===== src/ecd_pkg.sv =====
// Shared types and constants for the epoch-to-civil-date pipeline.
// Depends on nothing; every other file in src imports it.
`timescale 1ns / 1ps
`default_nettype none

package ecd_pkg;

  typedef struct packed {
    logic signed [63:0] epoch_ms;
    logic signed [11:0] offset_minutes;
  } ecd_in_t;

  typedef struct packed {
    logic signed [29:0] year;
    logic [3:0]         month;
    logic [4:0]         day;
    logic [4:0]         hour;
    logic [5:0]         minute;
    logic [5:0]         second;
    logic [9:0]         millisecond;
    logic               four_digit_year;
    logic               error;
  } ecd_out_t;

  typedef struct packed {
    logic vld;
    logic err;
  } ecd_side_t;

  typedef struct packed {
    logic [4:0] hour;
    logic [5:0] minute;
    logic [5:0] second;
    logic [9:0] millisecond;
  } ecd_tod_t;

  typedef struct packed {
    logic signed [29:0] year;
    logic [3:0]         month;
    logic [4:0]         day;
    logic               four_digit_year;
  } ecd_date_t;

  localparam logic signed [11:0] OffMax   = 12'sd1080;
  localparam logic signed [11:0] OffMin   = -12'sd1080;
  localparam logic signed [28:0] MsPerMin = 29'sd60000;
  localparam logic [26:0]        MsPerDay = 27'd86400000;
  localparam logic signed [37:0] DayShift = 38'sd719468;
  localparam logic [17:0]        EraDays  = 18'd146097;
  localparam logic [17:0]        EraLast  = 18'd146096;

  // Exact reciprocals: q = (x * M) >> S for every x of the stated width.
  localparam logic [27:0] Rcp1000  = 28'd137438954; // x < 2^27, S = 37
  localparam logic [17:0] Rcp3600  = 18'd149131;    // x < 2^17, S = 29
  localparam logic [12:0] Rcp60    = 13'd4370;      // x < 2^12, S = 18
  localparam logic [18:0] Rcp1460  = 19'd367720;    // x < 2^18, S = 29
  localparam logic [18:0] Rcp36524 = 19'd470373;    // x < 2^18, S = 34
  localparam logic [18:0] Rcp365   = 19'd367720;    // x < 2^18, S = 27
  localparam logic [9:0]  Rcp100   = 10'd656;       // x < 2^9,  S = 16
  localparam logic [11:0] Rcp153   = 12'd3427;      // x < 2^11, S = 19
  localparam logic [11:0] Rcp5     = 12'd3277;      // x < 2^11, S = 14

  localparam int DayDivStages = 5;
  localparam int EraDivStages = 3;
  localparam int SideDelay    = 19; // day split (6) plus civil date (13)
  localparam int TodDelay     = 7;  // civil date (13) minus clock split (6)

endpackage

`default_nettype wire


===== src/ecd_clock_split.sv =====
// Time of day: split the millisecond of the day into hour, minute, second, ms.
// Depends on ecd_pkg; six register stages, reciprocal multiply then back-multiply.
`timescale 1ns / 1ps
`default_nettype none

module ecd_clock_split (
  input  logic              clk_i,
  input  logic [26:0]       msod_i,
  output ecd_pkg::ecd_tod_t tod_o
);
  import ecd_pkg::*;

  logic [54:0] p1;
  logic [16:0] c1_q1_q;
  logic [26:0] c1_ms_q;

  logic [26:0] back2;
  logic [9:0]  c2_ms_q;
  logic [16:0] c2_sod_q;

  logic [34:0] p3;
  logic [4:0]  c3_hr_q;
  logic [16:0] c3_sod_q;
  logic [9:0]  c3_ms_q;

  logic [16:0] back4;
  logic [11:0] c4_r_q;
  logic [4:0]  c4_hr_q;
  logic [9:0]  c4_ms_q;

  logic [24:0] p5;
  logic [5:0]  c5_mi_q;
  logic [11:0] c5_r_q;
  logic [4:0]  c5_hr_q;
  logic [9:0]  c5_ms_q;

  logic [11:0] back6;
  ecd_tod_t    c6_q, c6_d;

  always_comb begin
    p1    = 55'(msod_i) * 55'(Rcp1000);
    back2 = 27'(c1_q1_q) * 27'd1000;
    p3    = 35'(c2_sod_q) * 35'(Rcp3600);
    back4 = 17'(c3_hr_q) * 17'd3600;
    p5    = 25'(c4_r_q) * 25'(Rcp60);
    back6 = 12'(c5_mi_q) * 12'd60;
    c6_d  = '{hour: c5_hr_q, minute: c5_mi_q, second: 6'(c5_r_q - back6),
              millisecond: c5_ms_q};
  end

  always_ff @(posedge clk_i) begin
    c1_q1_q  <= p1[53:37];
    c1_ms_q  <= msod_i;
    c2_ms_q  <= 10'(c1_ms_q - back2);
    c2_sod_q <= c1_q1_q;
    c3_hr_q  <= p3[33:29];
    c3_sod_q <= c2_sod_q;
    c3_ms_q  <= c2_ms_q;
    c4_r_q   <= 12'(c3_sod_q - back4);
    c4_hr_q  <= c3_hr_q;
    c4_ms_q  <= c3_ms_q;
    c5_mi_q  <= p5[23:18];
    c5_r_q   <= c4_r_q;
    c5_hr_q  <= c4_hr_q;
    c5_ms_q  <= c4_ms_q;
    c6_q     <= c6_d;
  end

  assign tod_o = c6_q;

endmodule

`default_nettype wire


===== config.mk =====
export PLATFORM = sky130hd
export DESIGN_NAME = ecd_clock_split
export DESIGN_NICKNAME = d
export VERILOG_FILES = /design/src/ecd_pkg.sv /design/src/ecd_clock_split.sv
export SDC_FILE = /design/constraint.sdc
export NUM_CORES = 1
export LEC_CHECK = 0
export BUFFER_PORTS_ARGS = -buffer_cell sky130_fd_sc_hd__buf_2
export CAP_MARGIN = 15
export CORE_AREA = 4 4 194 196
export DETAILED_ROUTE_END_ITERATION = 8
export DIE_AREA = 0 0 198 200
export HOLD_SLACK_MARGIN = 0.06
export PLACE_DENSITY = 0.85
export SLEW_MARGIN = 20
export SYNTH_ARGS = -nofsm -noshare
export SYNTH_HDL_FRONTEND = slang
export SYNTH_SLANG_ARGS = --single-unit

===== constraint.sdc =====
create_clock -name clk_i -period 5.5 [get_ports clk_i]
set_input_delay 0 -clock clk_i [delete_from_list [all_inputs] [get_ports clk_i]]
set_output_delay 0 -clock clk_i [all_outputs]
set_load 0.05 [all_outputs]

==> run metrics <==
share of layout cells above drive strength 1 0.104; # IOs 55; full die area 39600 um2; startpoint types input pin; largest delay contributor family on the critical path adder cells; Primary FF master, synth dfxtp_1; EDFF count, synth 0; die width 198 um; pin count of the biggest net entering global routing 19; CTS max path bufs 2; # setup viols final 0; Crit path top cell by count fa_1; area delta synth->final 12.5%; Final period util 0.982; Tightest Hold Check Type input pin to register; cell count after synthesis 1902; crit path time final 5.40 ns; HPWL after DPL 38100 um; Worst EP required 5.83 ns; WS Path Type input pin to register; clock buffer count from CTS 17; syn nets 2766; Worst Path Arrival about 5.7 ns; Fin Hold WS between 0.15 and 0.2 ns; Seq/Total Area, Yosys 0.161; fill cell count roughly 2.7k; row cnt 70; Final Hold Fails 0; die height 200 um; via/cell ratio about 5.2; Synth top area share 0.328; routed len/inst 17.7 um; Yosys cell types 46; Critical Path Slowest Stage Cell dlygate4sd3_1; most common cell after layout, fill and taps aside inv_1; worst slew pin tran 0.522 ns; core box area about 36000 um2; Peak Freq about 0.19 GHz; n_diodes 0; Initial DRT Pass Iterations 5; post-synth top area cell ha_1; Seq cells post-synth around 160; status complete, no violations; Post-Syn Area about 20000 um2; clk_skew 0.00640 ns; Placer Congestion 0.972; most frequent cells in the layout inv_1 (599), ha_1 (519), fa_1 (304), dfxtp_1 (161), buf_4 (96); final core utilization 0.630; slowest stage delay, CP 0.60 ns; # clock sinks 162; Max Fanout on Critical Path 6; max cap viols 0; final net count 2944; worst path bufs/invs 5; Rel. slew slack 0.648; Area contributors post-synth ha_1 (33%), fa_1 (30%), dfxtp_1 (16%); DRC 0; syn_area_per_cell approximately 11 um2; CP Cell Sequence buf_2, dlygate4sd3_1, buf_6, ha_4, fa_1, ha_1, ha_1, fa_1, fa_1, fa_1, ha_1, nand4_1, a21oi_2, a211oi_1, buf_4, o211ai_1, nand2_2, buf_6, o211ai_1, a21oi_1, xnor2_1; PortBufs 54; Starting Density 0.560; Async SR Flop Fraction 0; Detailed Route Iter0 Violations 615; WL final 45400 um; Post-CTS Setup Repair Bufs 0; Worst-path clk slew 0.07 ns; Total GRT Usage 0.234; Warnings, synthesis 0; vias in the first global route 15.1k; CP endpoint kind register; first-pass GRT wire length 72900 um; routed via count 13.3k; CTS tree done; Slew Limit Fails 0; Skew-Pair Late Insertion Delay about 0.44 ns; initial antenna violation count 0; clock root cell clkbuf_16; grt ovf 0; htree depth 4; final antenna-violating net count 0
[repair_timing]
action	CTS	global route
endpoints found under the setup margin	2	21
hold endpoints to repair	11	0
hold buffers	11	0
pin swaps	0	23
resized for setup	4	47
[path summary, 6_finish.rpt]
path                     start          end  slack [ns]  cells past startpoint
setup reg to reg  c2_sod_q[15]   c3_hr_q[4]        0.19                     18
hold / removal      msod_i[25]  c1_q1_q[15]        0.16                      4
hold reg to reg     c3_ms_q[4]   c4_ms_q[4]        0.33                      0
setup / recovery     msod_i[5]  c1_q1_q[15]         0.1                     21
[worst min-delay path: stages]
cell	delay [ns]
buf_2	0.14
buf_4	0.16
ha_1	0.17
xnor2_1	0.07
[cell usage after synthesis (9+ instances only)]
cell type / number
a21o_1: 15
a21oi_1: 43
dfxtp_1: 162
fa_1: 306
ha_1: 530
inv_1: 600
nand2_1: 35
nand3_1: 10
nor2_1: 22
nor2b_1: 9
o211ai_1: 9
o21ai_0: 25
xnor2_1: 48
xor2_1: 16
[logic make-up after synthesis]
kind of cell	count (synthesis)	synth area share
xor gates and xnor gates	64	0.0278
adders and majority gates	836	0.632
DFF	162	0.161
and+or+nand+nor	108	0.0258
buffers and inverters	600	0.112
AOI/OAI and AO/OA	132	0.0427
[cell type report]
type | count | area [um2] | share of cell area
Tap cell | 468 | 586 | 0.0258
Clock buffer | 17 | 425 | 0.0187
Timing Repair Buffer | 159 | 1110 | 0.0489
Sequential cell | 162 | 3240 | 0.143
Multi-Input combinational cell | 1140 | 14900 | 0.657
Clock inverter | 15 | 185 | 0.00815
Inverter | 600 | 2250 | 0.0991
[sequential cells by signal, summed over array words and instances (netlist names)]
signal and cells:
tod_o 27, c1_q1_q 17, c2_sod_q 17, c3_sod_q 12, c4_r_q 12, c1_ms_q 10, c2_ms_q 10, c3_ms_q 10
c4_ms_q 10, c5_ms_q 10, c5_mi_q 6, c5_r_q 6, c3_hr_q 5, c4_hr_q 5, c5_hr_q 5
[layer usage]
metal	global-route usage	wire, um
met2	0.424	22900
met3	0.0359	2410
met4	0.113	2690
met1	0.272	17400
met5	0	0
[per-stage QoR]
step	instances	setup TNS (ns)	setup WS [ns]	area, um2
2_1_floorplan	1902	0	0.0964	20200
3_3_place_gp	2521	-0.0209	-0.0209	21800
3_5_place_dp	2521	-1.13	-0.193	21800
4_1_cts	2564	0	0.0135	22500
5_1_grt	2561	-0.265	-0.0759	22700
6_report	2561	0	0.0966	22700
Power is left out: the tool's default activity adds up to more than one toggle a clock period on the data nets, which glitch-free logic cannot reach.
