`src/ecd_pkg.sv`:
```
// Shared types and constants for the epoch-to-civil-date pipeline.
// Depends on nothing; every other file in src imports it.
`timescale 1ns / 1ps
`default_nettype none

package ecd_pkg;

  typedef struct packed {
    logic signed [63:0] epoch_ms;
    logic signed [11:0] offset_minutes;
  } ecd_in_t;

  typedef struct packed {
    logic signed [29:0] year;
    logic [3:0]         month;
    logic [4:0]         day;
    logic [4:0]         hour;
    logic [5:0]         minute;
    logic [5:0]         second;
    logic [9:0]         millisecond;
    logic               four_digit_year;
    logic               error;
  } ecd_out_t;

  typedef struct packed {
    logic vld;
    logic err;
  } ecd_side_t;

  typedef struct packed {
    logic [4:0] hour;
    logic [5:0] minute;
    logic [5:0] second;
    logic [9:0] millisecond;
  } ecd_tod_t;

  typedef struct packed {
    logic signed [29:0] year;
    logic [3:0]         month;
    logic [4:0]         day;
    logic               four_digit_year;
  } ecd_date_t;

  localparam logic signed [11:0] OffMax   = 12'sd1080;
  localparam logic signed [11:0] OffMin   = -12'sd1080;
  localparam logic signed [28:0] MsPerMin = 29'sd60000;
  localparam logic [26:0]        MsPerDay = 27'd86400000;
  localparam logic signed [37:0] DayShift = 38'sd719468;
  localparam logic [17:0]        EraDays  = 18'd146097;
  localparam logic [17:0]        EraLast  = 18'd146096;

  // Exact reciprocals: q = (x * M) >> S for every x of the stated width.
  localparam logic [27:0] Rcp1000  = 28'd137438954; // x < 2^27, S = 37
  localparam logic [17:0] Rcp3600  = 18'd149131;    // x < 2^17, S = 29
  localparam logic [12:0] Rcp60    = 13'd4370;      // x < 2^12, S = 18
  localparam logic [18:0] Rcp1460  = 19'd367720;    // x < 2^18, S = 29
  localparam logic [18:0] Rcp36524 = 19'd470373;    // x < 2^18, S = 34
  localparam logic [18:0] Rcp365   = 19'd367720;    // x < 2^18, S = 27
  localparam logic [9:0]  Rcp100   = 10'd656;       // x < 2^9,  S = 16
  localparam logic [11:0] Rcp153   = 12'd3427;      // x < 2^11, S = 19
  localparam logic [11:0] Rcp5     = 12'd3277;      // x < 2^11, S = 14

  localparam int DayDivStages = 5;
  localparam int EraDivStages = 3;
  localparam int SideDelay    = 19; // day split (6) plus civil date (13)
  localparam int TodDelay     = 7;  // civil date (13) minus clock split (6)

endpackage

`default_nettype wire

```
`src/ecd_civil.sv`:
```
// Day count to proleptic Gregorian year, month, day (era / day-of-era method).
// Depends on ecd_pkg; thirteen register stages including a 3-stage era divider.
`timescale 1ns / 1ps
`default_nettype none

module ecd_civil (
  input  logic               clk_i,
  input  logic signed [37:0] days_i,
  output ecd_pkg::ecd_date_t date_o
);
  import ecd_pkg::*;

  logic signed [37:0] z;
  logic [36:0]        d0_w_q;
  logic               d0_n_q;

  logic [17:0] rem_in [EraDivStages];
  logic [19:0] quo_in [EraDivStages];
  logic [19:0] low_in [EraDivStages];
  logic        neg_in [EraDivStages];
  logic [17:0] rem_q  [EraDivStages];
  logic [19:0] quo_q  [EraDivStages];
  logic [19:0] low_q  [EraDivStages];
  logic        neg_q  [EraDivStages];

  logic signed [20:0] d4_era_q;
  logic [17:0]        d4_doe_q;

  logic [36:0]        pa, pb;
  logic [6:0]         d5_a_q;
  logic [2:0]         d5_b_q;
  logic               d5_c_q;
  logic [17:0]        d5_doe_q;
  logic signed [20:0] d5_era_q;

  logic [17:0]        d6_t_q;
  logic [17:0]        d6_doe_q;
  logic signed [20:0] d6_era_q;

  logic [36:0]        py;
  logic [8:0]         d7_yoe_q;
  logic [17:0]        d7_doe_q;
  logic signed [20:0] d7_era_q;

  logic [18:0]        pc;
  logic [17:0]        d8_p_q;
  logic [1:0]         d8_yc_q;
  logic signed [29:0] d8_e400_q;
  logic [8:0]         d8_yoe_q;
  logic [17:0]        d8_doe_q;

  logic [8:0]         d9_doy_q;
  logic signed [29:0] d9_yb_q;

  logic [10:0]        x10;
  logic [22:0]        pm;
  logic [3:0]         d10_mp_q;
  logic [8:0]         d10_doy_q;
  logic signed [29:0] d10_yb_q;

  logic [10:0]        d11_e_q;
  logic [3:0]         d11_mo_q;
  logic [8:0]         d11_doy_q;
  logic signed [29:0] d11_yb_q;

  logic [22:0]        pd;
  logic signed [29:0] y12;
  ecd_date_t          d12_q, d12_d;

  assign z = days_i + DayShift;

  always_ff @(posedge clk_i) begin
    d0_n_q <= z[37];
    d0_w_q <= z[37] ? ~z[36:0] : z[36:0];
  end

  // era divider: top 17 bits seed the remainder, 20 quotient bits follow
  assign rem_in[0] = {1'b0, d0_w_q[36:20]};
  assign quo_in[0] = '0;
  assign low_in[0] = d0_w_q[19:0];
  assign neg_in[0] = d0_n_q;

  for (genvar s = 0; s < EraDivStages; s++) begin : g_div
    logic [17:0] r;
    logic [19:0] q;
    logic [18:0] t;

    if (s > 0) begin : g_link
      assign rem_in[s] = rem_q[s-1];
      assign quo_in[s] = quo_q[s-1];
      assign low_in[s] = low_q[s-1];
      assign neg_in[s] = neg_q[s-1];
    end

    always_comb begin
      r = rem_in[s];
      q = quo_in[s];
      t = '0;
      for (int k = 0; (k < 8) && (19 - 8*s - k >= 0); k++) begin
        t = {r, low_in[s][19 - 8*s - k]};
        if (t >= {1'b0, EraDays}) begin
          r = 18'(t - {1'b0, EraDays});
          q[19 - 8*s - k] = 1'b1;
        end else begin
          r = t[17:0];
        end
      end
    end

    always_ff @(posedge clk_i) begin
      rem_q[s] <= r;
      quo_q[s] <= q;
      low_q[s] <= low_in[s];
      neg_q[s] <= neg_in[s];
    end
  end

  always_comb begin
    pa   = 37'(d4_doe_q) * 37'(Rcp1460);
    pb   = 37'(d4_doe_q) * 37'(Rcp36524);
    py   = 37'(d6_t_q) * 37'(Rcp365);
    pc   = 19'(d7_yoe_q) * 19'(Rcp100);
    x10  = 11'(11'(d9_doy_q) * 11'd5 + 11'd2);
    pm   = 23'(x10) * 23'(Rcp153);
    pd   = 23'(d11_e_q) * 23'(Rcp5);
    y12  = d11_yb_q + 30'((d11_mo_q <= 4'd2) ? 1 : 0);
    d12_d = '{year: y12,
              month: d11_mo_q,
              day: 5'(d11_doy_q - pd[22:14] + 9'd1),
              four_digit_year: !y12[29] && (y12 <= 30'sd9999)};
  end

  always_ff @(posedge clk_i) begin
    d4_era_q  <= neg_q[EraDivStages-1] ? ~{1'b0, quo_q[EraDivStages-1]}
                                       : {1'b0, quo_q[EraDivStages-1]};
    d4_doe_q  <= neg_q[EraDivStages-1] ? 18'(EraLast - rem_q[EraDivStages-1])
                                       : rem_q[EraDivStages-1];
    d5_a_q    <= pa[35:29];
    d5_b_q    <= pb[36:34];
    d5_c_q    <= (d4_doe_q == EraLast);
    d5_doe_q  <= d4_doe_q;
    d5_era_q  <= d4_era_q;
    d6_t_q    <= 18'(d5_doe_q - 18'(d5_a_q) + 18'(d5_b_q) - 18'(d5_c_q));
    d6_doe_q  <= d5_doe_q;
    d6_era_q  <= d5_era_q;
    d7_yoe_q  <= py[35:27];
    d7_doe_q  <= d6_doe_q;
    d7_era_q  <= d6_era_q;
    d8_p_q    <= 18'(18'(d7_yoe_q) * 18'd365 + 18'(d7_yoe_q[8:2]));
    d8_yc_q   <= pc[17:16];
    d8_e400_q <= 30'(d7_era_q) * 30'sd400;
    d8_yoe_q  <= d7_yoe_q;
    d8_doe_q  <= d7_doe_q;
    d9_doy_q  <= 9'(d8_doe_q - (d8_p_q - 18'(d8_yc_q)));
    d9_yb_q   <= d8_e400_q + 30'(d8_yoe_q);
    d10_mp_q  <= pm[22:19];
    d10_doy_q <= d9_doy_q;
    d10_yb_q  <= d9_yb_q;
    d11_e_q   <= 11'(11'(d10_mp_q) * 11'd153 + 11'd2);
    d11_mo_q  <= (d10_mp_q < 4'd10) ? 4'(d10_mp_q + 4'd3) : 4'(d10_mp_q - 4'd9);
    d11_doy_q <= d10_doy_q;
    d11_yb_q  <= d10_yb_q;
    d12_q     <= d12_d;
  end

  assign date_o = d12_q;

endmodule

`default_nettype wire

```
`config.mk`:
```
export PLATFORM = sky130hd
export DESIGN_NAME = ecd_civil
export DESIGN_NICKNAME = d
export VERILOG_FILES = /design/src/ecd_pkg.sv /design/src/ecd_civil.sv
export SDC_FILE = /design/constraint.sdc
export NUM_CORES = 2
export LEC_CHECK = 0
export ABC_AREA = 1
export ABC_CLOCK_PERIOD_IN_PS = 21000
export BUFFER_PORTS_ARGS = -buffer_cell sky130_fd_sc_hd__buf_2
export CAP_MARGIN = 20
export CORE_ASPECT_RATIO = 1.75
export CORE_MARGIN = 2
export CORE_UTILIZATION = 48
export CTS_CLUSTER_SIZE = 10
export DETAILED_ROUTE_END_ITERATION = 8
export PLACE_DENSITY = 0.74
export RECOVER_POWER = 100
export REMOVE_ABC_BUFFERS = 1
export SLEW_MARGIN = 20
export SYNTH_ARGS = -nofsm -noshare
export SYNTH_HDL_FRONTEND = slang
export SYNTH_SLANG_ARGS = --single-unit
```
`constraint.sdc`:
```
create_clock -name clk_i -period 21 [get_ports clk_i]
set_input_delay 2.1 -clock clk_i [delete_from_list [all_inputs] [get_ports clk_i]]
set_output_delay 2.1 -clock clk_i [all_outputs]
set_load 0.05 [all_outputs]
```
==> flow_summary.ini <==
[logic_synthesis]
synth_seq_cells = 554
yosysWarnings = 0
syn_inst = 7377
ys_seq_area_frac = 0.192
yosys_most_used_dff = dfxtp_1
synth_edf_count = 0
avgSynthCellArea_um2 = 7.82
synthDistinctLibCells = 74
async_reset_ff_frac = 0
syn_area_um2 = 57700

[sta]
setup_ws_ns = 5.45
fin_crit_sh = 0.740
slew_headroom = -0.743
rsz0062_at_grt = false
tightest_slew_ns = 2.61
skew_ns = 0.0500
max_freq_ghz = 0.0643
hold_violations = 0
drv_slew = 95
setup_tns_ns = 0
setup_viol = 0
finalCriticalPeriod_ns = 15.55

[placement]
dp_slack_ns = 8.94
io_buffers = 78
place_congestion = 1.02
dpl.hpwl_um = 120000

[drt]
dr.pass1.iters = 6
viasPerCell = 5.19
wl_per_cell_um = 15.9
ant_nets = 0
num_vias = 46757
wl_um = 143000
drt_iter0_markers = 2066
drc = 0

[clocking]
cts_sinks = 554
cts_tree = built
numCtsBuffers = 69
clock_latency_ns = 0.68
cts_hold_buf = 0
clk_pin_slew_ns = 0.05
cts-root-buf = clkbuf_16
cts_htree_levels = 3
cts.path.max_buffers = 3
post_cts_resized = 0
post_cts_buffers = 0

[die]
ios = 79
coreArea_um2 = 119000
dieWidth_um = 266
die_h_um = 463
dieArea_um2 = 123000
fp-row-count = 168
start_util = 0.483

[layout]
drive_above_1_share = 0.0864
final_cell_mix = 1527 x nand2_1, 1311 x inv_1, 787 x ha_1
layout_commonest_cell = nand2_1
fillers = 11264
fin_nets = 8722
area_delta_synth_final_pct = 6.23

[worst_setup_path]
crit_path_end_kind = register
crit_fanout = 26
crit_slowest_cell = nand2_1
worstPathArrival_ns = 16.12
path_common_cell = nand2_1
crit_type = reg2reg
crit_required_ns = 21.58
crit_path_start_kind = register
slowest_delay_ns = 1.04

[global_route]
grt_use_met2 = 0.475
grt_antenna_before_repair = 1
grt_busiest_layer = met2
grt.met3_usage = 0.0245
grtUsageTotal = 0.235
grt_max_degree = 39
grt_pass1_vias = 48661
grt_pass1_wl_um = 234000
grt-ovfl-total = 0
use_met1 = 0.217

[hold_path]
hp-class = reg2reg

[outcome]
violations = capacitance limit, slew limit
status = finished, violations left

[run]
drv_cap = 3
worst max-delay path, delay by kind of cell (launching register included):
kind	cells	cell delay, ns
AO/OA/AOI/OAI	5	1.64
buffers and inverters	7	0.71
adder cells (fa/ha/maj)	2	0.46
flip-flops	1	0.42
AND/OR/NAND/NOR	50	12.11
area by class of cell:
class,instances,area [µm²],share of cell area
sequential,554,11100,0.181
clock buffer,77,1830,0.0298
tap,1530,1910,0.0313
clock inverter,15,270,0.00441
multi-input combinational,5347,40500,0.661
timing repair buffer,88,384,0.00627
inverter,1398,5290,0.0864
antenna,1,2.50,0.0000409
stage by stage:
stage	utilization	cells	cell area, µm²	hold WS [ns]
floorplan	-	7299	57000	0.310
global placement	0.497	8917	59300	0.310
detailed placement	0.497	8917	59300	0.312
CTS	0.515	9009	61400	0.317
global route	0.513	9009	61300	0.323
finish	0.513	9010	61300	0.315
synthesized netlist by cell type (17+ instances only):
master | number | area [µm²]
nand2_1 | 1518 | 5700
inv_1 | 1311 | 4920
ha_1 | 787 | 9850
dfxtp_1 | 554 | 11100
nand3_1 | 517 | 2590
nor2_1 | 486 | 1820
fa_1 | 438 | 8770
xor2_1 | 375 | 3280
a21oi_1 | 235 | 1180
nand2_2 | 176 | 1100
nand2_4 | 108 | 1220
o21ai_0 | 105 | 526
nand4_1 | 94 | 588
xnor2_1 | 88 | 771
inv_2 | 67 | 251
nor2_2 | 60 | 375
nor3_1 | 57 | 285
a31oi_1 | 28 | 175
nor2_4 | 28 | 315
nand3_2 | 23 | 230
nor4_1 | 23 | 144
buf_6 | 18 | 203
nand3b_1 | 18 | 135
o21ai_1 | 18 | 90.1
buf_4 | 17 | 128
o21ai_2 | 17 | 149
metal layers:
metal	wire (µm)	share of wire
met3	4320	0.030
met2	80500	0.56
met4	9910	0.069
met5	0	0
met1	48400	0.34
final timing paths:
| check | from | to | slack (ns) | depth (start not counted) |
|---|---|---|---|---|
| worst max-delay path | d0_w_q[19] | rem_q[0][1] | 5.45 | 64 |
| worst min-delay path | d6_era_q[7] | d7_era_q[7] | 0.32 | 0 |
| worst max register to register | d0_w_q[19] | rem_q[0][1] | 5.45 | 64 |
| worst min register to register | d6_era_q[7] | d7_era_q[7] | 0.32 | 0 |
state kept, by name, summed over array words and instances (netlist names), 11 cells and up:
register and count:
d11_yb_q 30, d4_era_q 21, d0_w_q 37, quo_q 44, d8_e400_q 26, rem_q 54
d6_t_q 18, d4_doe_q 18, d7_era_q 21, d6_era_q 21, d11_e_q 11, d9_yb_q 30
d5_doe_q 18, d10_yb_q 30, d5_era_q 21, date_o 40, low_q 16
cell families (layout without fill, tap and decap cells):
kind of cell	Yosys count	in the layout	synth area share
xor gates and xnor gates	463	463	0.0703
and+or+nand+nor	3152	3152	0.259
DFF	554	554	0.192
adders and majority gates	1225	1225	0.323
buffers and inverters	1476	1578	0.104
AOI/OAI and AO/OA	507	507	0.0518
other	0	1	0
Power is not shown: default switching activity piles up to over one toggle a cycle in this logic, so the estimate is an artifact.
