$ cat src/ecd_pkg.sv
// Shared types and constants for the epoch-to-civil-date pipeline.
// Depends on nothing; every other file in src imports it.
`timescale 1ns / 1ps
`default_nettype none

package ecd_pkg;

  typedef struct packed {
    logic signed [63:0] epoch_ms;
    logic signed [11:0] offset_minutes;
  } ecd_in_t;

  typedef struct packed {
    logic signed [29:0] year;
    logic [3:0]         month;
    logic [4:0]         day;
    logic [4:0]         hour;
    logic [5:0]         minute;
    logic [5:0]         second;
    logic [9:0]         millisecond;
    logic               four_digit_year;
    logic               error;
  } ecd_out_t;

  typedef struct packed {
    logic vld;
    logic err;
  } ecd_side_t;

  typedef struct packed {
    logic [4:0] hour;
    logic [5:0] minute;
    logic [5:0] second;
    logic [9:0] millisecond;
  } ecd_tod_t;

  typedef struct packed {
    logic signed [29:0] year;
    logic [3:0]         month;
    logic [4:0]         day;
    logic               four_digit_year;
  } ecd_date_t;

  localparam logic signed [11:0] OffMax   = 12'sd1080;
  localparam logic signed [11:0] OffMin   = -12'sd1080;
  localparam logic signed [28:0] MsPerMin = 29'sd60000;
  localparam logic [26:0]        MsPerDay = 27'd86400000;
  localparam logic signed [37:0] DayShift = 38'sd719468;
  localparam logic [17:0]        EraDays  = 18'd146097;
  localparam logic [17:0]        EraLast  = 18'd146096;

  // Exact reciprocals: q = (x * M) >> S for every x of the stated width.
  localparam logic [27:0] Rcp1000  = 28'd137438954; // x < 2^27, S = 37
  localparam logic [17:0] Rcp3600  = 18'd149131;    // x < 2^17, S = 29
  localparam logic [12:0] Rcp60    = 13'd4370;      // x < 2^12, S = 18
  localparam logic [18:0] Rcp1460  = 19'd367720;    // x < 2^18, S = 29
  localparam logic [18:0] Rcp36524 = 19'd470373;    // x < 2^18, S = 34
  localparam logic [18:0] Rcp365   = 19'd367720;    // x < 2^18, S = 27
  localparam logic [9:0]  Rcp100   = 10'd656;       // x < 2^9,  S = 16
  localparam logic [11:0] Rcp153   = 12'd3427;      // x < 2^11, S = 19
  localparam logic [11:0] Rcp5     = 12'd3277;      // x < 2^11, S = 14

  localparam int DayDivStages = 5;
  localparam int EraDivStages = 3;
  localparam int SideDelay    = 19; // day split (6) plus civil date (13)
  localparam int TodDelay     = 7;  // civil date (13) minus clock split (6)

endpackage

`default_nettype wire

$ cat src/ecd_shift.sv
// Input stage: offset range check, zone shift, overflow check and fold to magnitude.
// Depends on ecd_pkg.
`timescale 1ns / 1ps
`default_nettype none

module ecd_shift (
  input  logic              clk_i,
  input  logic              rst_ni,
  input  logic              start_i,
  input  ecd_pkg::ecd_in_t  req_i,
  output ecd_pkg::ecd_side_t side_o,
  output logic [62:0]       mag_o,
  output logic              neg_o
);
  import ecd_pkg::*;

  logic                a_vld_q;
  logic signed [63:0]  a_ms_q;
  logic signed [28:0]  a_dl_q, a_dl_d;
  logic                a_oor_q, a_oor_d;

  logic                b_vld_q;
  logic                b_err_q, b_err_d;
  logic                b_neg_q, b_neg_d;
  logic [62:0]         b_mag_q, b_mag_d;

  logic signed [63:0]  dl64;
  logic signed [63:0]  sum;

  always_comb begin
    a_dl_d  = 29'(req_i.offset_minutes) * MsPerMin;
    a_oor_d = (req_i.offset_minutes > OffMax) || (req_i.offset_minutes < OffMin);
  end

  always_comb begin
    dl64    = 64'(a_dl_q);
    sum     = a_ms_q + dl64;
    b_err_d = a_oor_q || ((a_ms_q[63] == dl64[63]) && (sum[63] != a_ms_q[63]));
    b_neg_d = sum[63];
    // fold negative values so the divider sees floor(-x) as ~x
    b_mag_d = sum[63] ? ~sum[62:0] : sum[62:0];
  end

  always_ff @(posedge clk_i or negedge rst_ni) begin
    if (!rst_ni) begin
      a_vld_q <= 1'b0;
      b_vld_q <= 1'b0;
    end else begin
      a_vld_q <= start_i;
      b_vld_q <= a_vld_q;
    end
  end

  always_ff @(posedge clk_i) begin
    a_ms_q  <= req_i.epoch_ms;
    a_dl_q  <= a_dl_d;
    a_oor_q <= a_oor_d;
    b_err_q <= b_err_d;
    b_neg_q <= b_neg_d;
    b_mag_q <= b_mag_d;
  end

  assign side_o = '{vld: b_vld_q, err: b_err_q};
  assign mag_o  = b_mag_q;
  assign neg_o  = b_neg_q;

endmodule

`default_nettype wire

$ cat config.mk
export PLATFORM = sky130hd
export DESIGN_NAME = ecd_shift
export DESIGN_NICKNAME = d
export VERILOG_FILES = /design/src/ecd_pkg.sv /design/src/ecd_shift.sv
export SDC_FILE = /design/constraint.sdc
export NUM_CORES = 1
export LEC_CHECK = 0
export BUFFER_PORTS_ARGS = -buffer_cell sky130_fd_sc_hd__buf_2
export CAP_MARGIN = 30
export CORE_MARGIN = 2
export CORE_UTILIZATION = 53
export DETAILED_ROUTE_END_ITERATION = 12
export PLACE_DENSITY = 0.78
export REMOVE_ABC_BUFFERS = 1
export SLEW_MARGIN = 25
export SYNTH_ARGS = -nofsm -noshare
export SYNTH_HDL_FRONTEND = slang
export SYNTH_SLANG_ARGS = --single-unit
export TNS_END_PERCENT = 50
$ cat constraint.sdc
create_clock -name clk_i -period 3.1 [get_ports clk_i]
set_input_delay 0.465 -clock clk_i [delete_from_list [all_inputs] [get_ports clk_i]]
set_output_delay 0.465 -clock clk_i [all_outputs]
set_load 0.02 [all_outputs]
==> results of run 1 <==
==> power groups by stage <==
stage | clock network (mW) | registers (mW) | logic, mW
2_1_floorplan | 0 | 3.70 | 7.65
3_3_place_gp | 0 | 3.08 | 11.7
3_5_place_dp | 0 | 3.09 | 12.0
4_1_cts | 2.23 | 3.06 | 13.5
5_1_grt | 2.33 | 3.12 | 16.7
6_report | 2.22 | 3.07 | 15.7
==> kinds of logic (layout without fill, tap and decap cells) <==
group	count (synthesis)	in the layout	synth area share, %
compound gates	256	256	15.2
simple gates	209	209	9.23
other cells	0	4	0
buf+inv	202	530	7.50
flops	156	156	29.2
fa+ha+maj	203	203	27.4
xor+xnor	136	137	11.2
mux	3	3	0.280
==> cell usage after synthesis, drive strengths merged (8+ instances only) <==
cell,instances
nor3,18
a21oi,91
o21bai,15
nand4,22
a31oi,10
xor2,28
nand3,14
o21ai,44
nand2,62
clkbuf,30
inv,161
dfxtp,154
ha,149
nor2,53
fa,54
o211ai,8
buf,11
xnor2,108
a21o,42
and3,9
==> sequential cells by signal, summed over array words and instances (netlist names) <==
name     count
b_vld_q      1
b_err_q      1
a_oor_q      1
a_dl_q      24
a_vld_q      1
a_ms_q      64
neg_o        1
mag_o       63
==> layer usage <==
metal / share of wire, % / vias up / GRT usage (%)
met2: 50 / 455 / 49.7
met4: 6.4 / 0 / 11.9
met5: 0 / - / 0
li1: - / 4549 / -
met3: 5.3 / 177 / 4.69
met1: 38 / 4628 / 30.4
==> final cells by class <==
| type | count | area (um2) |
|---|---|---|
| flip-flops and latches | 156 | 3130 |
| fillers | 1291 | 5120 |
| clock inverters | 10 | 165 |
| diodes | 4 | 10.0 |
| multi-input cells | 808 | 7720 |
| repair buffers | 338 | 2480 |
| clock buffers | 21 | 460 |
| inverters | 161 | 607 |
| well taps | 270 | 338 |
==> path summary, 6_finish.rpt <==
kind                                start    endpoint  slack [ns]  cells past startpoint
worst max-delay path             req_i[5]  a_dl_q[27]       -1.49                     18
worst min-delay path            req_i[69]  a_ms_q[57]        0.13                      1
worst max register to register  a_ms_q[6]   mag_o[60]       -0.06                     14
worst min register to register    a_vld_q     b_vld_q        0.35                      0
max in group asynchronous          rst_ni     b_vld_q        2.65                      2
min in group asynchronous          rst_ni     a_vld_q        0.36                      2
==> per-stage QoR <==
| step | hold slack (ns) | instance area [um2] | worst slack, ns | util (%) | std cells |
|---|---|---|---|---|---|
| 2_1_floorplan | 0.169 | 10500 | -2.29 | - | 1124 |
| 3_3_place_gp | 0.250 | 12800 | -1.70 | 64.1 | 1698 |
| 3_5_place_dp | 0.253 | 12800 | -1.80 | 64.1 | 1698 |
| 4_1_cts | 0.123 | 14400 | -1.02 | 71.7 | 1745 |
| 5_1_grt | 0.118 | 14900 | -1.50 | 74.4 | 1768 |
| 6_report | 0.132 | 14900 | -1.49 | 74.4 | 1768 |
==> repair_timing <==
action	in CTS	in global routing
buffers inserted	14	24
pin swaps	70	50
hold endpoints to repair	2	0
cloned	2	0
hold buffers	1	0
endpoints found under the setup margin	81	80
gates resized for setup	137	87
==> qor.yml, run 1 <==
outcome:
  outcome: "finished, violations left"
  violations: "setup timing"
hold_path:
  hold_class: "in2reg"
grt:
  grt_pass1_vias: 9700
  grt_usage_pct: 26.9
  antenna_found_initial: 4
  grt_start_max_net_pins: 18
  grt_pass1_wl_mm: 46.4
  grt.overflow.total: 0
yosys:
  ys.flop_type: "dfxtp_1"
  ys_ff_latch: 156
  async_flop_share_pct: 1.28
  syn_inst: 1165
  yosysTopAreaCell: "dfxtp_1"
  yosysSeqAreaShare_pct: 29.2
  syn-cell-area_mm2: 0.0107
  ys_types: 61
  yosysWarnings: 0
  synth_top_area_share_pct: 28.7
  synth_edf_count: 0
  synthTopCellsByArea: "dfxtp_1 (29%), ha_1 (17%), fa_1 (10%), xnor2_1 (8.7%), inv_1 (5.6%)"
  synth.avg_cell_area_um2: 9.22
critical_path:
  cpLargestDelayFamily: "adder cells"
  path_max_fanout: 5
  cp.buffers_inverters: 4
  critPathMaxStageDelay_ns: 0.56
  crit_arrival_ns: 4.90
  cpMaxStageDelayCell: "fa_1"
  critical_path_required_ns: 3.41
  critPathMostFrequentCell: "fa_1"
  critical_path_class: "in2reg"
  cp_cell_sequence: "buf_8 > buf_8 > ha_4 > inv_2 > fa_1 > fa_1 > fa_1 > inv_2 > fa_1 > ha_4 > nand2_1 > nand2_2 > a21o_1 > a21o_1 > nor4_2 > o41ai_1 > a21oi_1 > xnor2_1"
  start_kind: "input pin"
  cp-end-kind: "flop"
floorplan:
  rows: 52
  start_util_pct: 53.6
  core_area_mm2: 0.0200
  die_h_um: 146
  dieWidth_um: 146
  die_area_mm2: 0.0214
  io_pins: 145
pwr:
  intPower_mw: 11.7
  power.density_mw_per_mm2: 1410
  swShare_pct: 44.0
  finalPower_mw: 21.0
  netSwitchingPower_mw: 9.23
  combPwrFrac_pct: 74.8
  pwr-share-clk_pct: 10.6
  p_seq_share_pct: 14.6
  peakVddDrop_mv: 0.686
  p_leak_nw: 7.13
clocking:
  cts_root_buf: "clkbuf_16"
  numCtsBuffers: 17
  cts_htree_levels: 4
  clock_sinks: 156
  cts_buffer_depth: 2
  clk_pin_slew_ns: 0.07
  cts_tree: "built"
  clkLatencyLatePin_ns: 0.43
sta:
  min_period_ns: 4.59
  tightest_slew_ns: 0.762
  fin_skew_ns: 0.0123
  timing.final.crit_share_pct: 148
  fin_ws_ns: -1.49
  setup_viol: 17
  fmax_mhz: 218
  fin_setup_tns_ns: -13.78
  slew_headroom_pct: 49.0
  rsz0062_at_grt: "true"
  finalMaxSlewViolations: 0
  hold_viol_final: 0
cells_and_area:
  drive_gt1_share_pct: 34.4
  final_common_cell: "buf_4"
  nets: 1764
  area_growth_pct: 38.9
  layout_common_cells: "buf_4 (163), dfxtp_1 (153), buf_2 (134)"
placed_design:
  routabilityCongestion: 0.903
  io_buffers: 144
  hpwl_mm: 20.2
drt:
  avgViaCountPerCell: 5.55
  antenna_left: 0
  wl_per_cell_um: 18.4
  drt_iter0_drc: 696
  drt_first_pass_iters: 5
  remaining_drc_errors: 0
  drt-total-wl_mm: 32.6
  num_vias: 9809
flow_run:
  drv_cap: 0
Power figures use the tool's default switching activity.
==> inputs of run 2 (changes only) <==
--- a/config.mk
+++ b/config.mk
@@ -12,6 +12,7 @@
 export DETAILED_ROUTE_END_ITERATION = 12
 export PLACE_DENSITY = 0.78
 export REMOVE_ABC_BUFFERS = 1
+export SETUP_SLACK_MARGIN = 0.2
 export SLEW_MARGIN = 25
 export SYNTH_ARGS = -nofsm -noshare
 export SYNTH_HDL_FRONTEND = slang
==> qor.yml, run 2 (same netlist as run 1, synthesis figures left out) <==
placed_design:
  post-place-ws_ns: -1.80  # unchanged
  routabilityCongestion: 0.903  # unchanged
  io_buffers: 144  # unchanged
  hpwl_mm: 20.2  # unchanged
cells_and_area:
  regMostFlops: "a_ms_q"
  fill_cells: 1123  # -13%
  nets: 1765  # +0.057%
  largest_register_ffs: 64  # unchanged
  drive_gt1_share_pct: 40.2  # +5.8 points
  area_growth_pct: 46.7
  fin_util_pct: 78.6  # +4.2 points
  final_common_cell: "buf_4"
  layout_common_cells: "buf_4 (161), dfxtp_1 (149), inv_1 (135)"
critical_path:
  timing.rr.end: "mag_o[47]"
  r2r_slack_ns: -0.07  # about the same
  r2r_start: "a_dl_q[5]"
  r2r_cells: 14  # unchanged
  cp-endpoint: "a_dl_q[27]"
  path_max_fanout: 4  # -1
  crit_arrival_ns: 4.75  # -0.15 ns
  cp-end-kind: "flop"
  start_kind: "input pin"
  critPathLaunch: "req_i[9]"
  critical_path_required_ns: 3.46  # +0.05 ns
  critical_path_class: "in2reg"
drt:
  num_vias: 10304  # +5.0%
  remaining_drc_errors: 0  # unchanged
  drt-total-wl_mm: 36.9  # +13%
  avgViaCountPerCell: 5.82  # +4.9%
  drt_first_pass_iters: 6  # +1
  wl_per_cell_um: 20.9  # +13%
  drt_iter0_drc: 978  # +41%
  antenna_left: 0  # unchanged
hold_path:
  hold_class: "in2reg"
  min-delay-start: "req_i[19]"
clocking:
  cts_root_buf: "clkbuf_16"
  clock_sinks: 156  # unchanged
  cts_buffer_depth: 2  # unchanged
  clk_pin_slew_ns: 0.07  # about the same
  clkLatencyLatePin_ns: 0.44  # about the same
  cts_htree_levels: 4  # unchanged
  cts_tree: "built"
  numCtsBuffers: 17  # unchanged
grt:
  grt_pass1_wl_mm: 50.7  # +9.4%
  grt_usage_pct: 30.0  # +3.0 points
  grt_start_max_net_pins: 18  # unchanged
  grt.overflow.total: 0  # unchanged
  antenna_found_initial: 4  # unchanged
  grt_pass1_vias: 10329  # +6.5%
floorplan:
  die_area_mm2: 0.0214  # unchanged
  rows: 52  # unchanged
  die_h_um: 146  # unchanged
  core_area_mm2: 0.0200  # unchanged
  start_util_pct: 53.6  # unchanged
  io_pins: 145  # unchanged
  dieWidth_um: 146  # unchanged
sta:
  min_period_ns: 4.39  # -0.200 ns
  timing.final.crit_share_pct: 142  # -6.5 points
  tightest_slew_ns: 0.816  # +0.0544 ns
  rsz0062_at_grt: "true"
  fin_skew_ns: 0.0158  # +0.00347 ns
  hold_viol_final: 0  # unchanged
  fmax_mhz: 228  # +4.6%
  slew_headroom_pct: 45.4  # -3.6 points
  fin_ws_ns: -1.29  # +0.200 ns
  finalMaxSlewViolations: 0  # unchanged
  setup_viol: 38  # +21
outcome:
  violations: "setup timing"
  outcome: "finished, violations left"
flow_run:
  drv_cap: 0  # unchanged
==> run 2: cell types whose count changed in the layout (fill, tap and decap cells not counted), sizes merged <==
cell    delta
clkbuf     +2
buf        -1
diode      +1
==> run 2: worst max-delay path: stages <==
cell and delay, ns:
buf_6 0.09, inv_1 0.05, buf_4 0.15, ha_4 0.26
fa_1 0.58, inv_1 0.08, fa_1 0.59, inv_2 0.06
fa_1 0.62, inv_2 0.09, ha_4 0.23, a21o_1 0.19
a31o_4 0.22, a21o_1 0.18, a21o_1 0.20, nor4_4 0.25
o41ai_1 0.09, a21oi_1 0.18, xnor2_1 0.14
==> run 2: stage by stage <==
step / instance area [um2] / TNS (ns) / hold WS [ns] / instances
2_1_floorplan: 10500 / -137.37 / 0.169 / 1124
3_3_place_gp: 12800 / -35.16 / 0.250 / 1698
3_5_place_dp: 12800 / -40.76 / 0.253 / 1698
4_1_cts: 15000 / -9.31 / 0.123 / 1752
5_1_grt: 15700 / -16.45 / 0.116 / 1769
6_report: 15700 / -15.05 / 0.120 / 1770
==> run 2: what timing repair did <==
action                                 CTS  global route
pin swaps                              124            92
resized for setup                      227           106
endpoints found under the hold margin    2             0
setup endpoints to repair               82            82
hold buffers                             1             0
cloned                                   5             2
buffers inserted                        17            11
==> run 2: layout make-up <==
| cell class | count | area [um2] | share of cell area (%) |
|---|---|---|---|
| Clock buffer | 21 | 460 | 2.92 |
| Multi-Input combinational cell | 808 | 8410 | 53.4 |
| Clock inverter | 10 | 165 | 1.05 |
| Timing Repair Buffer | 339 | 2610 | 16.6 |
| Antenna cell | 5 | 12.5 | 0.0794 |
| Tap cell | 270 | 338 | 2.15 |
| Sequential cell | 156 | 3140 | 19.9 |
| Inverter | 161 | 607 | 3.85 |
==> run 2: worst min path at each step <==
stage | depth (start not counted) | slack (ns) | endpoint
final | 1 | 0.12 | a_ms_q[7]
after floorplan | 0 | 0.17 | a_vld_q
after CTS | 1 | 0.12 | a_ms_q[60]
after global routing | 1 | 0.12 | a_ms_q[54]
after global placement | 1 | 0.25 | a_vld_q
after detailed placement | 1 | 0.25 | b_vld_q
==> run 2: metal layers <==
metal | share of wire [%] | global-route usage [%]
met5 | 0 | 0
met4 | 8.3 | 18.2
met3 | 6.9 | 5.22
met2 | 50 | 55.0
met1 | 35 | 32.1
Power of run 2 is left out: the tool's default activity adds up to more than one toggle a clock period on the data nets, which glitch-free logic cannot reach.
