==> config.mk <==
export PLATFORM = sky130hd
export DESIGN_NAME = ecd_day_split
export DESIGN_NICKNAME = d
export VERILOG_FILES = /design/src/ecd_pkg.sv /design/src/ecd_day_split.sv
export SDC_FILE = /design/constraint.sdc
export NUM_CORES = 1
export LEC_CHECK = 0
export ABC_AREA = 1
export BUFFER_PORTS_ARGS = -buffer_cell sky130_fd_sc_hd__clkbuf_2
export CAP_MARGIN = 5
export CELL_PAD_IN_SITES_DETAIL_PLACEMENT = 1
export CELL_PAD_IN_SITES_GLOBAL_PLACEMENT = 1
export CORE_ASPECT_RATIO = 0.6
export CORE_MARGIN = 2
export CORE_UTILIZATION = 45
export CTS_BUF_LIST = sky130_fd_sc_hd__clkbuf_4 sky130_fd_sc_hd__clkbuf_8
export CTS_CLUSTER_DIAMETER = 30
export DETAILED_ROUTE_END_ITERATION = 12
export PLACE_DENSITY = 0.88
export SLEW_MARGIN = 25
export SYNTH_ARGS = -nofsm -noshare
export SYNTH_HDL_FRONTEND = slang
export SYNTH_SLANG_ARGS = --single-unit
==> constraint.sdc <==
create_clock -name clk_i -period 13.4 [get_ports clk_i]
set_input_delay 2.68 -clock clk_i [delete_from_list [all_inputs] [get_ports clk_i]]
set_output_delay 2.68 -clock clk_i [all_outputs]
set_load 0.005 [all_outputs]
==> src/ecd_pkg.sv <==
// Shared types and constants for the epoch-to-civil-date pipeline.
// Depends on nothing; every other file in src imports it.
`timescale 1ns / 1ps
`default_nettype none

package ecd_pkg;

  typedef struct packed {
    logic signed [63:0] epoch_ms;
    logic signed [11:0] offset_minutes;
  } ecd_in_t;

  typedef struct packed {
    logic signed [29:0] year;
    logic [3:0]         month;
    logic [4:0]         day;
    logic [4:0]         hour;
    logic [5:0]         minute;
    logic [5:0]         second;
    logic [9:0]         millisecond;
    logic               four_digit_year;
    logic               error;
  } ecd_out_t;

  typedef struct packed {
    logic vld;
    logic err;
  } ecd_side_t;

  typedef struct packed {
    logic [4:0] hour;
    logic [5:0] minute;
    logic [5:0] second;
    logic [9:0] millisecond;
  } ecd_tod_t;

  typedef struct packed {
    logic signed [29:0] year;
    logic [3:0]         month;
    logic [4:0]         day;
    logic               four_digit_year;
  } ecd_date_t;

  localparam logic signed [11:0] OffMax   = 12'sd1080;
  localparam logic signed [11:0] OffMin   = -12'sd1080;
  localparam logic signed [28:0] MsPerMin = 29'sd60000;
  localparam logic [26:0]        MsPerDay = 27'd86400000;
  localparam logic signed [37:0] DayShift = 38'sd719468;
  localparam logic [17:0]        EraDays  = 18'd146097;
  localparam logic [17:0]        EraLast  = 18'd146096;

  // Exact reciprocals: q = (x * M) >> S for every x of the stated width.
  localparam logic [27:0] Rcp1000  = 28'd137438954; // x < 2^27, S = 37
  localparam logic [17:0] Rcp3600  = 18'd149131;    // x < 2^17, S = 29
  localparam logic [12:0] Rcp60    = 13'd4370;      // x < 2^12, S = 18
  localparam logic [18:0] Rcp1460  = 19'd367720;    // x < 2^18, S = 29
  localparam logic [18:0] Rcp36524 = 19'd470373;    // x < 2^18, S = 34
  localparam logic [18:0] Rcp365   = 19'd367720;    // x < 2^18, S = 27
  localparam logic [9:0]  Rcp100   = 10'd656;       // x < 2^9,  S = 16
  localparam logic [11:0] Rcp153   = 12'd3427;      // x < 2^11, S = 19
  localparam logic [11:0] Rcp5     = 12'd3277;      // x < 2^11, S = 14

  localparam int DayDivStages = 5;
  localparam int EraDivStages = 3;
  localparam int SideDelay    = 19; // day split (6) plus civil date (13)
  localparam int TodDelay     = 7;  // civil date (13) minus clock split (6)

endpackage

`default_nettype wire

==> src/ecd_day_split.sv <==
// Floor division of the shifted instant by one day: pipelined restoring divider.
// Depends on ecd_pkg.
`timescale 1ns / 1ps
`default_nettype none

module ecd_day_split (
  input  logic               clk_i,
  input  logic [62:0]        mag_i,
  input  logic               neg_i,
  output logic signed [37:0] days_o,
  output logic [26:0]        msod_o
);
  import ecd_pkg::*;

  logic [26:0] rem_in [DayDivStages];
  logic [36:0] quo_in [DayDivStages];
  logic [36:0] low_in [DayDivStages];
  logic        neg_in [DayDivStages];

  logic [26:0] rem_q [DayDivStages];
  logic [36:0] quo_q [DayDivStages];
  logic [36:0] low_q [DayDivStages];
  logic        neg_q [DayDivStages];

  logic signed [37:0] days_q, days_d;
  logic [26:0]        msod_q, msod_d;

  // top 26 bits are below the divisor, so they seed the remainder
  assign rem_in[0] = {1'b0, mag_i[62:37]};
  assign quo_in[0] = '0;
  assign low_in[0] = mag_i[36:0];
  assign neg_in[0] = neg_i;

  for (genvar s = 0; s < DayDivStages; s++) begin : g_div
    logic [26:0] r;
    logic [36:0] q;
    logic [27:0] t;

    if (s > 0) begin : g_link
      assign rem_in[s] = rem_q[s-1];
      assign quo_in[s] = quo_q[s-1];
      assign low_in[s] = low_q[s-1];
      assign neg_in[s] = neg_q[s-1];
    end

    // up to eight quotient bits per stage (five in the last stage), MSB first
    always_comb begin
      r = rem_in[s];
      q = quo_in[s];
      t = '0;
      for (int k = 0; (k < 8) && (36 - 8*s - k >= 0); k++) begin
        t = {r, low_in[s][36 - 8*s - k]};
        if (t >= {1'b0, MsPerDay}) begin
          r = 27'(t - {1'b0, MsPerDay});
          q[36 - 8*s - k] = 1'b1;
        end else begin
          r = t[26:0];
        end
      end
    end

    always_ff @(posedge clk_i) begin
      rem_q[s] <= r;
      quo_q[s] <= q;
      low_q[s] <= low_in[s];
      neg_q[s] <= neg_in[s];
    end
  end

  always_comb begin
    days_d = neg_q[DayDivStages-1] ? ~{1'b0, quo_q[DayDivStages-1]}
                                   : {1'b0, quo_q[DayDivStages-1]};
    msod_d = neg_q[DayDivStages-1] ? 27'(MsPerDay - 27'd1 - rem_q[DayDivStages-1])
                                   : rem_q[DayDivStages-1];
  end

  always_ff @(posedge clk_i) begin
    days_q <= days_d;
    msod_q <= msod_d;
  end

  assign days_o = days_q;
  assign msod_o = msod_q;

endmodule

`default_nettype wire

==> results.py, run 1 <==
metrics = {
    "outcome": {
        "status": "finished clean",
    },
    "worst_hold_path": {
        "holdPathEnd": "quo_q[0][171]$_DFF_P_",
        "hp-start": "quo_q[0][134]$_DFF_P_",
        "min_path_cells": 0,
        "hold_class": "reg -> reg",
    },
    "sta": {
        "setup_viol_count_final": 0,
        "slew_viol_final": 0,
        "worst_pin_slew_ns": 1.18,
        "hold_violations": 0,
        "skew_ns": 0.0420,
        "min_period_ns": 12.59,
        "finalCritPeriodShare_pct": 94.0,
        "slew_headroom_pct": 20.7,
        "max_freq_mhz": 79.4,
    },
    "global_routing": {
        "grt_pass1_wl_um": 247000,
        "gr-usage-all-layers_pct": 31.8,
        "antenna_found_initial": 1,
        "grt_max_degree": 61,
        "grt_overflow": 0,
        "grt_pass1_vias": 46041,
    },
    "critical_path": {
        "start_kind": "primary input",
        "slowest_delay_ns": 0.40,
        "r2r-end": "rem_q[0][93]$_DFF_P_",
        "path_class": "in -> reg",
        "crit_fanout": 19,
        "reg2reg_from": "rem_q[0][74]$_DFF_P_",
        "reg2reg_depth": 84,
        "regToRegSetupSlack_ns": 0.88,
        "slowest_stage": "o21ai_1",
        "worstSetupEndpointType": "flip-flop",
        "critical_path_arrival_ns": 13.21,
        "crit_top_cell": "nand2_1",
        "required_ns": 14.01,
    },
    "logic_synthesis": {
        "ys_ff_latch": 390,
        "seq_area_frac_synth_pct": 19.0,
        "synth_area_leaders": "nand2_1, dfxtp_1, nand3_1",
        "avgSynthCellArea_um2": 5.74,
        "synth_most_common_cell": "nand2_1",
        "syn_nets": 7270,
        "synth_commonest_cells": "nand2_1, nand3_1, inv_1",
        "yosys.area.top_type": "nand2_1",
        "synth_cell_types": 63,
        "yosysWarnings": 0,
        "synth_top_area_share_pct": 24.0,
        "async_flop_share_pct": 0,
        "synth_cells": 7167,
        "netlist_area_um2": 41200,
        "synth_top_flop_cell": "dfxtp_1",
        "synth-edff-count": 0,
    },
    "placement": {
        "port_buffers": 129,
        "dpl_cell_area_um2": 42400,
        "hpwl_um": 124000,
        "place.gp.congestion": 0.960,
    },
    "cells_and_area": {
        "fill_cells": 13101,
        "design_area_um2": 44700,
        "syn_to_final_growth_pct": 8.69,
        "drive_gt1_share_pct": 15.4,
        "nets": 7435,
    },
    "drt": {
        "drc": 0,
        "wl_met2_um": 62700,
        "dr.first_iter.drc_count": 4220,
        "wl_per_cell_um": 18.1,
        "wl_met1_um": 79700,
        "vias": 47593,
        "top_layer_used": "met4",
        "finalWirelength_um": 156000,
        "ant_nets": 0,
        "viasPerCell": 5.53,
        "firstDrtPassIters": 6,
        "wl_met3_um": 10600,
    },
    "floorplanning": {
        "core_um2": 90200,
        "die-height_um": 238,
        "start_util_pct": 45.6,
        "die_w_um": 394,
        "fp-row-count": 85,
        "boundaryPins": 130,
        "die_area_um2": 94000,
    },
    "run": {
        "drv_cap": 0,
    },
    "clock_tree": {
        "insertion_delay_ns": 0.76,
        "cts_buffers": 76,
        "cts.clk_slew.worst_paths_ns": 0.07,
        "cts_sinks": 390,
        "ctsRootBufferMaster": "clkbuf_8",
        "clockBufferDepth": 3,
        "h-tree-depth": 3,
        "cts_tree": "yes",
    },
}
-- layout make-up --
| cell class | instances | area [um2] | share of cell area, % |
|---|---|---|---|
| Inverter | 866 | 3270 | 7.32 |
| Clock inverter | 36 | 470 | 1.05 |
| Tap cell | 1218 | 1520 | 3.41 |
| Clock buffer | 95 | 1240 | 2.78 |
| Timing Repair Buffer | 192 | 1180 | 2.64 |
| Sequential cell | 390 | 7810 | 17.5 |
| Antenna cell | 2 | 5.00 | 0.0112 |
| Multi-Input combinational cell | 5806 | 29200 | 65.3 |
-- routing by layer --
layer	global-route usage, %	vias up
met2	45.5	1559
met4	7.46	0
met1	49.3	22953
met5	0	-
li1	-	22871
met3	4.17	210
-- registers in the layout (all words and copies together) (netlist names) --
register / cells
quo_q: 117
low_q: 106
rem_q: 97
days_o: 38
msod_o: 27
neg_q: 5
-- cell families (layout without fill, tap and decap cells) --
group | count (synthesis) | count (layout) | share of synthesized area (%)
adders and majority gates | 38 | 38 | 1.16
other | 0 | 2 | 0
and+or+nand+nor | 5076 | 5083 | 57.0
buffers and inverters | 978 | 1189 | 10.6
xor gates and xnor gates | 342 | 342 | 7.28
AOI/OAI and AO/OA | 342 | 342 | 4.97
DFF | 390 | 390 | 19.0
muxes | 1 | 1 | 0.0243
-- how the worst max path moves through the flow --
stage / startpoint / end / slack, ns / cells past startpoint
6_report: mag_i[55] / rem_q[0][15]$_DFF_P_ / 0.81 / 82
5_1_grt: rem_q[0][74]$_DFF_P_ / rem_q[0][93]$_DFF_P_ / -0.04 / 86
4_1_cts: rem_q[0][23]$_DFF_P_ / rem_q[0][53]$_DFF_P_ / 0.54 / 82
3_5_place_dp: mag_i[55] / rem_q[0][25]$_DFF_P_ / -0.12 / 87
3_3_place_gp: mag_i[56] / rem_q[0][24]$_DFF_P_ / 0.49 / 85
2_1_floorplan: mag_i[55] / rem_q[0][19]$_DFF_P_ / 1.67 / 93
-- per-stage QoR --
stage / instances / hold slack (ns) / setup TNS [ns] / utilization (%) / worst slack, ns
finish: 8605 / 0.310 / 0 / 49.6 / 0.806
global route: 8605 / 0.315 / -0.134 / 49.6 / -0.0428
CTS: 8561 / 0.307 / 0 / 49.0 / 0.540
detailed placement: 8430 / 0.313 / -1.76 / 47.0 / -0.123
global placement: 8430 / 0.309 / 0 / 47.0 / 0.494
floorplan: 7167 / 0.310 / 0 / - / 1.67
-- what timing repair did --
item	4_1_cts	5_1_grt
endpoints found under the setup margin	0	72
resized for setup	0	34
hold buffers	0	0
buffers inserted	0	35
-- critical path: cells and delay by family --
| kind | cells | cell delay, ns |
|---|---|---|
| simple gates | 65 | 7.73 |
| buf+inv | 11 | 1.40 |
| fa+ha+maj | 4 | 0.78 |
| compound gates | 1 | 0.40 |
| xor+xnor | 1 | 0.18 |
-- cell usage in the layout, fill, tap and decap left out, types with 38 or more instances in the layout --
cell type,netlist,routed
a21oi_1,99,99
buf_4,19,57
clkbuf_2,0,129
clkbuf_8,12,85
dfxtp_1,390,389
ha_1,38,38
inv_1,742,740
inv_2,112,112
nand2_1,2632,2630
nand2_2,295,291
nand2_4,48,52
nand3_1,837,836
nand4_1,151,151
nor2_1,700,699
nor2_2,141,140
nor2_4,58,60
nor3_1,61,61
o21ai_0,120,120
xor2_1,312,311
Power of run 1 is not shown: default switching activity piles up to over one toggle a cycle in this logic, so the estimate is an artifact.
==> run 2: changes to the inputs <==
--- a/config.mk
+++ b/config.mk
@@ -16,7 +16,7 @@
 export CTS_BUF_LIST = sky130_fd_sc_hd__clkbuf_4 sky130_fd_sc_hd__clkbuf_8
 export CTS_CLUSTER_DIAMETER = 30
 export DETAILED_ROUTE_END_ITERATION = 12
-export PLACE_DENSITY = 0.88
+export PLACE_DENSITY = 0.95
 export SLEW_MARGIN = 25
 export SYNTH_ARGS = -nofsm -noshare
 export SYNTH_HDL_FRONTEND = slang
==> run 2 against run 1 <==
Cell count grew 0.53%. Non-clock buffer count is 22 higher. Fmax fell by 2.7%. Clock-buffer cell count grew 9. Critical path depth up 2. Clock skew is 0.013 ns higher. Register-to-register slack got worse by 0.42 ns. Wire length up 12%. Via count up 6.2%. Critical path type is now reg -> reg.
==> results.py, run 2 (synthesis gave the netlist of run 1 again) <==
metrics = {
    "critical_path": {
        "worstSetupEndpointType": "flip-flop",
        "crit_fanout": 22,
        "crit_top_cell": "nand2_1",
        "crit_buf_inv": 6,
        "slowest_stage": "nor2_1",
        "critical_path_arrival_ns": 13.63,
        "required_ns": 14.09,
        "slowest_delay_ns": 0.43,
        "critical_path_cell_count": 84,
        "reg2reg_depth": 84,
        "start_kind": "flip-flop",
        "crit_family": "simple AND/OR/NAND/NOR gates",
        "path_class": "reg -> reg",
        "regToRegSetupSlack_ns": 0.46,
    },
    "sta": {
        "worst_pin_slew_ns": 1.16,
        "slew_viol_final": 0,
        "skew_ns": 0.0549,
        "min_period_ns": 12.94,
        "timing.setup.tns_ns": 0,
        "finalCritPeriodShare_pct": 96.6,
        "hold_violations": 0,
        "setup_viol_count_final": 0,
        "slew_headroom_pct": 22.2,
        "max_freq_mhz": 77.3,
    },
    "floorplanning": {
        "core_um2": 90200,
        "die-height_um": 238,
        "die_area_um2": 94000,
        "start_util_pct": 45.6,
        "die_w_um": 394,
        "boundaryPins": 130,
        "fp-row-count": 85,
    },
    "placement": {
        "place.gp.congestion": 0.999,
        "hpwl_um": 127000,
        "port_buffers": 129,
    },
    "drt": {
        "vias": 50564,
        "wl_per_cell_um": 20.2,
        "drc": 0,
        "viasPerCell": 5.84,
        "dr.first_iter.drc_count": 5638,
        "firstDrtPassIters": 6,
        "ant_nets": 0,
        "finalWirelength_um": 175000,
    },
    "global_routing": {
        "grt_overflow": 0,
        "grt_max_degree": 33,
        "grt_pass1_vias": 48340,
        "grt_pass1_wl_um": 258000,
        "antenna_found_initial": 5,
        "gr-usage-all-layers_pct": 33.2,
    },
    "run": {
        "drv_cap": 0,
    },
    "clock_tree": {
        "cts_sinks": 390,
        "cts_tree": "yes",
        "postCtsHoldBufs": 0,
        "ctsRootBufferMaster": "clkbuf_8",
        "insertion_delay_ns": 0.78,
        "cts_buffers": 85,
        "h-tree-depth": 3,
        "cts.clk_slew.worst_paths_ns": 0.07,
        "clockBufferDepth": 3,
    },
    "cells_and_area": {
        "nets": 7467,
        "syn_to_final_growth_pct": 9.81,
        "regMostFlops": "quo_q",
        "drive_gt1_share_pct": 16.0,
        "final_common_cell": "nand2_1",
        "largest_register_ffs": 117,
        "most-common-layout-cells": "nand2_1, nand3_1, inv_1",
        "reg.largest.list": "quo_q: 117 flops, low_q: 106 flops, rem_q: 97 flops",
    },
    "worst_hold_path": {
        "min_path_cells": 0,
        "hold_class": "reg -> reg",
    },
    "outcome": {
        "status": "finished clean",
    },
}
run 2: cell type report:
class                      count  area, um2
tap                         1218       1520
multi-input combinational   5807      29300
clock buffer                 104       1380
antenna                        3       7.51
timing repair buffer         214       1390
clock inverter                49        499
sequential                   390       7810
inverter                     866       3270
fill                       12982      45000
run 2: what timing repair did:
item,CTS,global route
cloned,1,7
resized for setup,1,47
buffers inserted,0,63
pin swaps,1,19
setup endpoints to repair,2,72
run 2: path summary, 6_finish.rpt:
path,from,to
max,rem_q[0][49]$_DFF_P_,rem_q[0][66]$_DFF_P_
min,quo_q[0][63]$_DFF_P_,quo_q[0][100]$_DFF_P_
max reg2reg,rem_q[0][49]$_DFF_P_,rem_q[0][66]$_DFF_P_
min reg2reg,quo_q[0][63]$_DFF_P_,quo_q[0][100]$_DFF_P_
run 2: through the flow:
step / util, % / hold WS (ns) / setup WS [ns] / cells / cell area, um2
detailed placement: 47.0 / 0.313 / -0.187 / 8424 / 42400
CTS: 49.1 / 0.322 / 0.0571 / 8578 / 44300
finish: 50.1 / 0.319 / 0.459 / 8651 / 45200
global route: 50.1 / 0.321 / -0.324 / 8651 / 45200
floorplan: - / 0.310 / 1.67 / 7167 / 41200
global placement: 47.0 / 0.310 / 0.577 / 8424 / 42400
run 2: metal layers:
| metal | share of wire (%) | vias to the layer above | GRT usage (%) |
|---|---|---|---|
| met4 | 3.7 | 4 | 10.2 |
| met1 | 45 | 24443 | 47.9 |
| met3 | 9.4 | 545 | 5.63 |
| met5 | 0.017 | - | 0 |
| met2 | 42 | 2591 | 50.2 |
| li1 | - | 22981 | - |
Power of run 2 is left out for the same reason.
